File: config.mk
export PLATFORM = sky130hd
export DESIGN_NAME = aging_priority_queue
export DESIGN_NICKNAME = d
export VERILOG_FILES = /design/src/apq_pkg.sv /design/src/apq_datapath.sv /design/src/apq_ctrl.sv /design/src/aging_priority_queue.sv
export SDC_FILE = /design/constraint.sdc
export NUM_CORES = 2
export LEC_CHECK = 0
export BUFFER_PORTS_ARGS = -buffer_cell sky130_fd_sc_hd__buf_2
export CAP_MARGIN = 5
export CORE_UTILIZATION = 35
export CTS_CLUSTER_SIZE = 10
export DETAILED_ROUTE_END_ITERATION = 16
export GPL_ROUTABILITY_DRIVEN = 0
export PLACE_DENSITY = 0.57
export SYNTH_ARGS = -nofsm -noshare
export SYNTH_HDL_FRONTEND = slang
export SYNTH_SLANG_ARGS = --single-unit
File: constraint.sdc
create_clock -name clk -period 12.23 [get_ports clk]
set_input_delay 2.446 -clock clk [delete_from_list [all_inputs] [get_ports clk]]
set_output_delay 2.446 -clock clk [all_outputs]
set_load 0.02 [all_outputs]
File: src/apq_pkg.sv
package apq_pkg;

    localparam logic [2:0] MODE_INSERT   = 3'd0;
    localparam logic [2:0] MODE_REMOVE   = 3'd1;
    localparam logic [2:0] MODE_DELETE   = 3'd2;
    localparam logic [2:0] MODE_FAVORITE = 3'd3;
    localparam logic [2:0] MODE_INCREASE = 3'd4;
    localparam logic [2:0] MODE_QUERY    = 3'd5;

    localparam logic [2:0] ST_OK     = 3'd0;
    localparam logic [2:0] ST_EMPTY  = 3'd1;
    localparam logic [2:0] ST_ABSENT = 3'd2;
    localparam logic [2:0] ST_DUP    = 3'd3;
    localparam logic [2:0] ST_OVF    = 3'd4;

    localparam int ID_BITS     = 5;
    localparam int TOTAL_BITS  = 6;
    localparam int REQ_BITS    = 16;

    // controller to datapath
    typedef struct packed {
        logic latch;      // capture the request beat
        logic rd_item;    // read thread_id entry from memory
        logic rd_head;    // read head entry from memory
        logic rd_next;    // read entry after head
        logic walk_adv;   // advance walk pointer to next link
        logic unlink;     // take request entry out of the list
        logic place_go;   // start placement of request entry
        logic link_ins;   // link after walk pointer
        logic link_head;  // link as new head
        logic link_only;  // link as the only entry
        logic inc_step;   // increment one entry priority
        logic fav_prio;   // load favorite priority
        logic set_status;
        logic [2:0] status;
        logic set_found;
        logic set_rprio;
        logic set_rid;
        logic done;       // present the result beat
    } apq_cmd_t;

    // datapath to controller
    typedef struct packed {
        logic [2:0] mode;
        logic       id_ok;       // thread_id in range
        logic       item_valid;
        logic       empty;
        logic       single;
        logic       req_ovf;
        logic       head_max;    // head priority at maximum
        logic       other_max;   // favorite target priority at maximum
        logic       head_less;   // head priority below placement priority
        logic       walk_stop;   // next is head or below placement priority
        logic       sweep_last;
    } apq_stat_t;

endpackage

File: src/apq_datapath.sv
module apq_datapath #(
    parameter int ENTRIES   = 32,
    parameter int PRIO_BITS = 16
) (
    input  logic                                clk,
    input  logic                                rst_n,
    input  logic [2:0]                          mode,
    input  logic [apq_pkg::ID_BITS-1:0]         thread_id,
    input  logic signed [apq_pkg::REQ_BITS-1:0] priority_req,
    input  apq_pkg::apq_cmd_t                   cmd,
    output apq_pkg::apq_stat_t                  stat,
    output logic                                done,
    output logic [2:0]                          status,
    output logic [apq_pkg::ID_BITS-1:0]         result_id,
    output logic signed [apq_pkg::REQ_BITS-1:0] result_priority,
    output logic                                found,
    output logic [apq_pkg::TOTAL_BITS-1:0]      entry_total,
    output logic [apq_pkg::ID_BITS-1:0]         head_thread
);
    localparam int IW = (ENTRIES > 1) ? $clog2(ENTRIES) : 1;
    localparam int CW = $clog2(ENTRIES + 1);
    localparam logic signed [PRIO_BITS-1:0] PMAX = {1'b0, {(PRIO_BITS-1){1'b1}}};

    // link and priority stores, not reset
    logic signed [PRIO_BITS-1:0] prio_mem [ENTRIES];
    logic [IW-1:0]               next_mem [ENTRIES];
    logic [IW-1:0]               prev_mem [ENTRIES];
    logic [ENTRIES-1:0]          valid_reg;

    logic [2:0]                  mode_reg;
    logic [IW-1:0]               idx_reg;
    logic signed [PRIO_BITS-1:0] req_reg;
    logic                        req_ovf_reg;
    logic                        id_ok_reg;
    logic [IW-1:0]               head_reg;
    logic [CW-1:0]               count_reg;
    logic [IW-1:0]               walk_reg;
    logic signed [PRIO_BITS-1:0] item_prio_reg;
    logic [IW-1:0]               item_next_reg;
    logic [IW-1:0]               item_prev_reg;
    logic signed [PRIO_BITS-1:0] head_prio_reg;
    logic [IW-1:0]               head_next_reg;
    logic [IW-1:0]               head_prev_reg;
    logic signed [PRIO_BITS-1:0] rd_prio_reg;
    logic [IW-1:0]               rd_next_reg;
    logic                        done_reg;
    logic [2:0]                  status_reg;
    logic [apq_pkg::ID_BITS-1:0] rid_reg;
    logic signed [apq_pkg::REQ_BITS-1:0] rprio_reg;
    logic                        found_reg;

    logic [IW-1:0] tidx;
    logic signed [PRIO_BITS-1:0] req_ext;
    logic          req_ovf;
    logic          id_ok;

    // remove max works on the head entry, every other mode on thread_id
    assign tidx  = idx_reg;
    assign id_ok = (32'(thread_id) < ENTRIES);

    // sign-extend or range-check the request priority
    always_comb
    begin
        if (PRIO_BITS >= apq_pkg::REQ_BITS)
        begin
            req_ext = PRIO_BITS'(priority_req);
            req_ovf = 1'b0;
        end
        else
        begin
            req_ext = priority_req[PRIO_BITS-1:0];
            req_ovf = (apq_pkg::REQ_BITS'(req_ext) != priority_req);
        end
    end

    always_comb
    begin
        stat.mode         = mode_reg;
        stat.id_ok        = id_ok_reg;
        stat.item_valid   = id_ok_reg && valid_reg[tidx];
        stat.empty        = (count_reg == '0);
        stat.single       = (count_reg == CW'(1));
        stat.req_ovf      = req_ovf_reg;
        stat.head_max     = (head_prio_reg >= PMAX);
        stat.head_less    = (head_prio_reg < req_reg);
        stat.walk_stop    = (rd_next_reg == head_reg) || (rd_prio_reg < req_reg);
        stat.sweep_last   = (walk_reg == IW'(ENTRIES - 1));
        // favorite overflow uses head priority, or next-of-head when the item is head
        stat.other_max    = (tidx == head_reg) ? (rd_prio_reg >= PMAX)
                                               : (head_prio_reg >= PMAX);
    end

    // main state registers
    always_ff @(posedge clk or negedge rst_n)
    begin
        if (!rst_n)
        begin
            valid_reg <= '0;
            head_reg  <= '0;
            count_reg <= '0;
            done_reg  <= 1'b0;
        end
        else
        begin
            done_reg <= cmd.done;
            if (cmd.unlink)
            begin
                valid_reg[tidx] <= 1'b0;
                if (count_reg <= CW'(1))
                begin
                    count_reg <= '0;
                    head_reg  <= '0;
                end
                else
                begin
                    count_reg <= count_reg - CW'(1);
                    if (head_reg == tidx)
                        head_reg <= item_next_reg;
                end
            end
            if (cmd.link_only || cmd.link_head || cmd.link_ins)
            begin
                valid_reg[tidx] <= 1'b1;
                count_reg <= count_reg + CW'(1);
                if (cmd.link_only || cmd.link_head)
                    head_reg <= tidx;
            end
        end
    end

    // memory writes
    always_ff @(posedge clk)
    begin
        if (cmd.unlink && count_reg > CW'(1))
        begin
            next_mem[item_prev_reg] <= item_next_reg;
            prev_mem[item_next_reg] <= item_prev_reg;
        end
        if (cmd.link_only)
        begin
            prio_mem[tidx] <= req_reg;
            next_mem[tidx] <= tidx;
            prev_mem[tidx] <= tidx;
        end
        if (cmd.link_head)
        begin
            // insert after head's predecessor
            prio_mem[tidx] <= req_reg;
            prev_mem[tidx] <= head_prev_reg;
            next_mem[tidx] <= head_reg;
            prev_mem[head_reg] <= tidx;
            next_mem[head_prev_reg] <= tidx;
        end
        if (cmd.link_ins)
        begin
            prio_mem[tidx] <= req_reg;
            prev_mem[tidx] <= walk_reg;
            next_mem[tidx] <= rd_next_reg;
            prev_mem[rd_next_reg] <= tidx;
            next_mem[walk_reg] <= tidx;
        end
        // age one slot per cycle
        if (cmd.inc_step && valid_reg[walk_reg])
            prio_mem[walk_reg] <= prio_mem[walk_reg] + PRIO_BITS'(1);
    end

    // request capture, reads and result
    always_ff @(posedge clk)
    begin
        if (cmd.latch)
        begin
            mode_reg    <= mode;
            if (mode == apq_pkg::MODE_REMOVE)
                idx_reg <= head_reg;
            else
                idx_reg <= id_ok ? IW'(thread_id) : '0;
            req_reg     <= req_ext;
            req_ovf_reg <= req_ovf;
            id_ok_reg   <= id_ok;
            rid_reg     <= thread_id;
            rprio_reg   <= '0;
            found_reg   <= 1'b0;
            status_reg  <= apq_pkg::ST_OK;
            walk_reg    <= '0;
        end
        if (cmd.rd_item)
        begin
            item_prio_reg <= prio_mem[tidx];
            item_next_reg <= next_mem[tidx];
            item_prev_reg <= prev_mem[tidx];
        end
        if (cmd.rd_head)
        begin
            head_prio_reg <= prio_mem[head_reg];
            head_next_reg <= next_mem[head_reg];
            head_prev_reg <= prev_mem[head_reg];
        end
        // fetch the priority of the entry after head
        if (cmd.rd_next)
            rd_prio_reg <= prio_mem[head_next_reg];
        if (cmd.place_go)
        begin
            rd_next_reg <= head_next_reg;
            rd_prio_reg <= prio_mem[head_next_reg];
            walk_reg    <= head_reg;
        end
        if (cmd.walk_adv)
        begin
            walk_reg    <= rd_next_reg;
            rd_prio_reg <= prio_mem[next_mem[rd_next_reg]];
            rd_next_reg <= next_mem[rd_next_reg];
        end
        if (cmd.inc_step)
            walk_reg <= walk_reg + IW'(1);
        if (cmd.fav_prio)
            req_reg <= ((tidx == head_reg) ? rd_prio_reg : head_prio_reg) + PRIO_BITS'(1);
        if (cmd.set_status)
            status_reg <= cmd.status;
        if (cmd.set_found)
            found_reg <= 1'b1;
        if (cmd.set_rprio)
            rprio_reg <= apq_pkg::REQ_BITS'(item_prio_reg);
        if (cmd.set_rid)
            rid_reg <= apq_pkg::ID_BITS'(tidx);
    end

    assign done            = done_reg;
    assign status          = status_reg;
    assign result_id       = rid_reg;
    assign result_priority = rprio_reg;
    assign found           = found_reg;
    assign entry_total     = apq_pkg::TOTAL_BITS'(count_reg);
    assign head_thread     = (count_reg != '0) ? apq_pkg::ID_BITS'(head_reg) : '0;

endmodule

File: src/apq_ctrl.sv
module apq_ctrl (
    input  logic               clk,
    input  logic               rst_n,
    input  logic               start,
    output logic               busy,
    input  apq_pkg::apq_stat_t stat,
    output apq_pkg::apq_cmd_t  cmd
);
    typedef enum logic [3:0] {
        S_IDLE, S_READ, S_DECIDE, S_FAVRD, S_FAVCHK, S_UNLINK,
        S_PLACE, S_PREP, S_WALK, S_SWEEP, S_DONE
    } state_t;

    state_t state_reg, state_next;
    logic   busy_reg, busy_next;
    logic   rem_reg, rem_next;   // remove max: unlink the head

    always_comb
    begin
        cmd        = '0;
        state_next = state_reg;
        busy_next  = busy_reg;
        rem_next   = rem_reg;
        unique case (state_reg)
            S_IDLE:
            begin
                if (start)
                begin
                    cmd.latch  = 1'b1;
                    busy_next  = 1'b1;
                    state_next = S_READ;
                end
            end
            S_READ:
            begin
                cmd.rd_item = 1'b1;
                cmd.rd_head = 1'b1;
                state_next  = S_DECIDE;
            end
            S_DECIDE:
            begin
                state_next = S_DONE;
                case (stat.mode)
                    apq_pkg::MODE_INSERT:
                    begin
                        if (!stat.id_ok)
                        begin
                            cmd.set_status = 1'b1;
                            cmd.status = apq_pkg::ST_ABSENT;
                        end
                        else if (stat.item_valid)
                        begin
                            cmd.set_status = 1'b1;
                            cmd.status = apq_pkg::ST_DUP;
                        end
                        else if (stat.req_ovf)
                        begin
                            cmd.set_status = 1'b1;
                            cmd.status = apq_pkg::ST_OVF;
                        end
                        else
                            state_next = S_PLACE;
                    end
                    apq_pkg::MODE_REMOVE:
                    begin
                        if (stat.empty)
                        begin
                            cmd.set_status = 1'b1;
                            cmd.status = apq_pkg::ST_EMPTY;
                        end
                        else
                        begin
                            rem_next   = 1'b1;
                            state_next = S_UNLINK;
                        end
                    end
                    apq_pkg::MODE_DELETE, apq_pkg::MODE_QUERY:
                    begin
                        if (!stat.item_valid)
                        begin
                            cmd.set_status = 1'b1;
                            cmd.status = apq_pkg::ST_ABSENT;
                        end
                        else
                        begin
                            cmd.set_found = 1'b1;
                            cmd.set_rprio = 1'b1;
                            if (stat.mode == apq_pkg::MODE_DELETE)
                                state_next = S_UNLINK;
                        end
                    end
                    apq_pkg::MODE_FAVORITE:
                    begin
                        if (stat.empty)
                        begin
                            cmd.set_status = 1'b1;
                            cmd.status = apq_pkg::ST_EMPTY;
                        end
                        else if (!stat.item_valid)
                        begin
                            cmd.set_status = 1'b1;
                            cmd.status = apq_pkg::ST_ABSENT;
                        end
                        else if (!stat.single)
                            state_next = S_FAVRD;
                    end
                    apq_pkg::MODE_INCREASE:
                    begin
                        if (!stat.empty)
                        begin
                            if (stat.head_max)
                            begin
                                cmd.set_status = 1'b1;
                                cmd.status = apq_pkg::ST_OVF;
                            end
                            else
                                state_next = S_SWEEP;
                        end
                    end
                    default:
                    begin
                    end
                endcase
            end
            S_FAVRD:
            begin
                // fetch the entry after head
                cmd.rd_next  = 1'b1;
                cmd.fav_prio = 1'b0;
                state_next   = S_FAVCHK;
            end
            S_FAVCHK:
            begin
                if (stat.other_max)
                begin
                    cmd.set_status = 1'b1;
                    cmd.status = apq_pkg::ST_OVF;
                    state_next = S_DONE;
                end
                else
                begin
                    cmd.fav_prio = 1'b1;
                    state_next   = S_UNLINK;
                end
            end
            S_UNLINK:
            begin
                cmd.unlink = 1'b1;
                if (rem_reg)
                begin
                    cmd.set_rid   = 1'b1;
                    cmd.set_rprio = 1'b1;
                end
                rem_next   = 1'b0;
                state_next = (stat.mode == apq_pkg::MODE_FAVORITE) ? S_PREP : S_DONE;
            end
            S_PREP:
            begin
                // reread head after the unlink
                cmd.rd_head = 1'b1;
                state_next  = S_PLACE;
            end
            S_PLACE:
            begin
                if (stat.empty)
                begin
                    cmd.link_only = 1'b1;
                    state_next    = S_DONE;
                end
                else if (stat.head_less)
                begin
                    cmd.link_head = 1'b1;
                    state_next    = S_DONE;
                end
                else
                begin
                    cmd.place_go = 1'b1;
                    state_next   = S_WALK;
                end
            end
            S_WALK:
            begin
                if (stat.walk_stop)
                begin
                    cmd.link_ins = 1'b1;
                    state_next   = S_DONE;
                end
                else
                    cmd.walk_adv = 1'b1;
            end
            S_SWEEP:
            begin
                cmd.inc_step = 1'b1;
                if (stat.sweep_last)
                    state_next = S_DONE;
            end
            S_DONE:
            begin
                cmd.done   = 1'b1;
                busy_next  = 1'b0;
                state_next = S_IDLE;
            end
            default:
                state_next = S_IDLE;
        endcase
    end

    // hold state and busy
    always_ff @(posedge clk or negedge rst_n)
    begin
        if (!rst_n)
        begin
            state_reg <= S_IDLE;
            busy_reg  <= 1'b0;
            rem_reg   <= 1'b0;
        end
        else
        begin
            state_reg <= state_next;
            busy_reg  <= busy_next;
            rem_reg   <= rem_next;
        end
    end

    assign busy = busy_reg;

endmodule

File: src/aging_priority_queue.sv
// Thread ready queue in priority order, FCFS among equal priorities. Pulse
// start with mode, thread_id and priority_req while busy is low; busy rises
// the next cycle, and done strobes for one cycle with the result beat in the
// first cycle after busy falls, which the receiver must take then. Insert
// walks the linked list one entry per cycle through the single link memory
// read path; increase sweeps every slot once.
module aging_priority_queue #(
    parameter int ENTRIES   = 32,
    parameter int PRIO_BITS = 16
) (
    input  logic        clk,
    input  logic        rst_n,
    input  logic        start,
    output logic        busy,
    input  logic [2:0]  mode,
    input  logic [4:0]  thread_id,
    input  logic signed [15:0] priority_req,
    output logic        done,
    output logic [2:0]  status,
    output logic [4:0]  result_id,
    output logic signed [15:0] result_priority,
    output logic        found,
    output logic [5:0]  entry_total,
    output logic [4:0]  head_thread
);
    apq_pkg::apq_cmd_t  cmd;
    apq_pkg::apq_stat_t stat;

    apq_ctrl u_ctrl (
        .clk   (clk),
        .rst_n (rst_n),
        .start (start),
        .busy  (busy),
        .stat  (stat),
        .cmd   (cmd)
    );

    apq_datapath #(
        .ENTRIES   (ENTRIES),
        .PRIO_BITS (PRIO_BITS)
    ) u_dp (
        .clk             (clk),
        .rst_n           (rst_n),
        .mode            (mode),
        .thread_id       (thread_id),
        .priority_req    (priority_req),
        .cmd             (cmd),
        .stat            (stat),
        .done            (done),
        .status          (status),
        .result_id       (result_id),
        .result_priority (result_priority),
        .found           (found),
        .entry_total     (entry_total),
        .head_thread     (head_thread)
    );

endmodule

==> flow_summary.toml <==
[status]
status = "completed"

[placement]
port_buffers = 64
placedCellCount = 6673
dp_hpwl_mm = 151

[clock_tree]
cts_sinks = 1019
hold_buffers = 0
cts-resized-gates = 0
cts_buffer_depth = 3
insertion_delay_ns = 0.78
numCtsBuffers = 117
tritoncts = "done"
cts.htree.levels = 3
cts_setup_buffers = 0
root_buffer = "clkbuf_16"
path_clk_slew_ns = 0.06

[layout]
largestRegisters = "u_dp.prio_mem: 512 flops, u_dp.next_mem: 160 flops, u_dp.prev_mem: 160 flops"
drive_above_1_share = 0.408
nets = 4345
area_growth_pct = 9.72
largest-register = "u_dp.prio_mem"
largest_reg_flops = 512
final-instance-count-excl-fill = 6857

[floorplanning]
dieArea_sq_um = 195000
core_sq_um = 191000
io_pins = 65
die_w_um = 442
fp-row-count = 160
die_h_um = 442
start_util = 0.354

[yosys]
synth_edf_count = 958
synth_ff_type = "edfxtp_1"
ys_warn_count = 0
ys_types = 82
ys_ff_latch = 1019
ys_seq_area_frac = 0.447
synth_async_sr_flop_share = 0.0491
synthCells = 4400
syn_nets = 4464
syn_area_sq_um = 67600
synth_area_per_cell_sq_um = 15.4

[timing]
fin_skew_ns = 0.0378
period_share = 0.468
max_clock_freq_ghz = 0.175
relSlewSlack = 0.0736
period_needed_ns = 5.72
rsz0062_at_grt = "no"
final-setup-viol-count = 0
hold_viol_final = 0
tns_ns = 0
tightestPinTransition_ns = 1.39
drv_slew = 0

[critical_path]
critPathKind = "reg2reg"
required_ns = 12.64
crit_fanout = 118
cp-end-kind = "register"
crit_end = "u_dp.rd_prio_reg[9]$_DFFE_PP_"
r2r_slack_ns = 6.51
r2r_cells = 13
cp-start-kind = "register"
cp.arrival_ns = 6.13
regToRegEndpoint = "u_dp.rd_prio_reg[9]$_DFFE_PP_"

[global_route]
grt_pass1_vias = 44745
grt_use_total = 0.252
gr-total-overflow = 0
grt_max_degree = 142
grt_pass1_wl_mm = 353
antenna_found_initial = 11

[route]
routedWlPerCell_um = 36.6
drt_wl_total_mm = 251
via_per_inst = 6.84
drt_pass1_iterations = 6
drt-initial-drc-count = 6947
drtAntennaViolNets = 0
vias = 46876
drc_errors = 0

[flow_run]
maxCapViolations = 0

[pwr]
report.power.total_mw = 19.6
powerDensity_nw_per_um2 = 265
ir_drop_mv = 0.416
p_leak_nw = 23.7

[worst_hold_path]
hold_class = "reg2reg"
==> Yosys cell counts (18+ instances only) <==
master | n | area [sq um]
o21bai_1 | 26 | 195
and2_1 | 30 | 188
buf_2 | 65 | 325
and3_1 | 19 | 119
a22oi_1 | 163 | 1220
xnor2_1 | 25 | 219
a21oi_1 | 75 | 375
nor3_1 | 19 | 95.1
mux4_2 | 842 | 19000
nor2_1 | 149 | 559
mux2i_1 | 339 | 3390
nand2_1 | 166 | 623
nor2b_1 | 26 | 163
nand3_1 | 55 | 275
inv_1 | 34 | 128
nand2b_1 | 31 | 194
ha_1 | 37 | 463
xor2_1 | 20 | 175
buf_1 | 86 | 323
mux2_2 | 472 | 5320
edfxtp_1 | 958 | 28800
clkbuf_1 | 250 | 938
dfrtp_1 | 50 | 1250
a22o_1 | 22 | 193
o21ai_0 | 170 | 851
a221oi_1 | 19 | 166
nand4_1 | 42 | 263
buf_4 | 18 | 135
==> through the flow <==
| stage | cell area [sq um] | utilization | hold WS [ns] | worst slack [ns] |
|---|---|---|---|---|
| 2_1_floorplan | 67600 | - | 0.462 | 7.92 |
| 3_3_place_gp | 70900 | 0.371 | 0.455 | 6.52 |
| 3_5_place_dp | 70900 | 0.371 | 0.442 | 6.54 |
| 4_1_cts | 74200 | 0.389 | 0.451 | 6.52 |
| 5_1_grt | 74200 | 0.389 | 0.464 | 6.32 |
| 6_report | 74200 | 0.389 | 0.469 | 6.51 |
==> cells by family (layout without fill, tap and decap cells) <==
group / count (synthesis) / after routing / share of synthesized area
AOI/OAI and AO/OA: 585 / 585 / 0.0572
xor gates and xnor gates: 45 / 45 / 0.00583
other: 0 / 1 / 0
adders and majority gates: 37 / 37 / 0.00684
buffers and inverters: 463 / 408 / 0.0288
muxes: 1659 / 1659 / 0.411
and+or+nand+nor: 592 / 592 / 0.0437
DFF: 1019 / 1019 / 0.447
==> layer usage <==
metal	track usage	wire length, um	vias to the layer above	share of wire
li1	-	-	18213	-
met5	0	46	-	0.00018
met3	0.0648	30500	494	0.12
met2	0.378	112000	3381	0.45
met4	0.103	10900	6	0.043
met1	0.347	97600	24782	0.39
==> area by class of cell <==
class                           instances  area [sq um]
Clock inverter                         16           148
Multi-Input combinational cell       2918         36000
Timing Repair Buffer                  191          1360
Antenna cell                            1          2.50
Sequential cell                      1019         30300
Clock buffer                          167          3210
Fill cell                           17510        117000
Tap cell                             2511          3140
Inverter                               34           128
==> power by group <==
group	total, mW	switching [mW]	internal [mW]
logic	11.2	6.52	4.68
registers	5.14	0.535	4.60
clock network	3.31	1.48	1.83
total	19.6	8.53	11.1
==> critical path: stages (launching register included) <==
cell and delay [ns]:
dfxtp_2 0.31, buf_4 0.63, mux2i_1 0.19, a211oi_1 0.27, nand3_1 0.12, nand4_1 0.25
buf_12 0.64, buf_12 0.68, buf_4 0.58, mux2_2 0.39, nor2_1 0.08, a21oi_1 0.06
a221oi_1 0.51, o211ai_1 0.37
==> worst min path at each step <==
stage | start | to | slack (ns) | cells after the start
6_report | u_dp.found$_SDFFE_PP1P_ | u_dp.found$_SDFFE_PP1P_ | 0.47 | 2
5_1_grt | u_dp.found$_SDFFE_PP1P_ | u_dp.found$_SDFFE_PP1P_ | 0.46 | 2
4_1_cts | u_dp.found$_SDFFE_PP1P_ | u_dp.found$_SDFFE_PP1P_ | 0.45 | 2
3_5_place_dp | u_dp.found$_SDFFE_PP1P_ | u_dp.found$_SDFFE_PP1P_ | 0.44 | 2
3_3_place_gp | u_dp.found$_SDFFE_PP1P_ | u_dp.found$_SDFFE_PP1P_ | 0.46 | 2
2_1_floorplan | u_ctrl.rem_reg$_DFFE_PN0P_ | u_ctrl.rem_reg$_DFFE_PN0P_ | 0.46 | 2
==> layout by cell type, fill, tap and decap left out, types with 8 or more instances in the layout <==
cell type and count:
edfxtp_1 958, nor3_2 9, and3_1 18, o21ai_2 8, o211ai_1 14, o21bai_1 26
inv_1 34, o22ai_1 16, mux4_2 842, nand4_1 42, mux2i_2 11, clkbuf_1 44
a221oi_1 19, xnor2_1 25, o21ai_0 164, a21o_1 10, nand3_1 53, clkbuf_16 120
dfrtp_1 45, and2_1 27, a22o_1 22, or2_2 8, nor2b_1 23, nand2b_1 31
nor3_1 15, a22oi_1 162, nor2_1 113, buf_2 64, ha_1 37, nor2_4 33
a21oi_1 72, buf_4 120, mux2_2 472, a31oi_1 9, xor2_1 20, mux2i_1 330
nand2_1 166
Power figures use the tool's default switching activity.
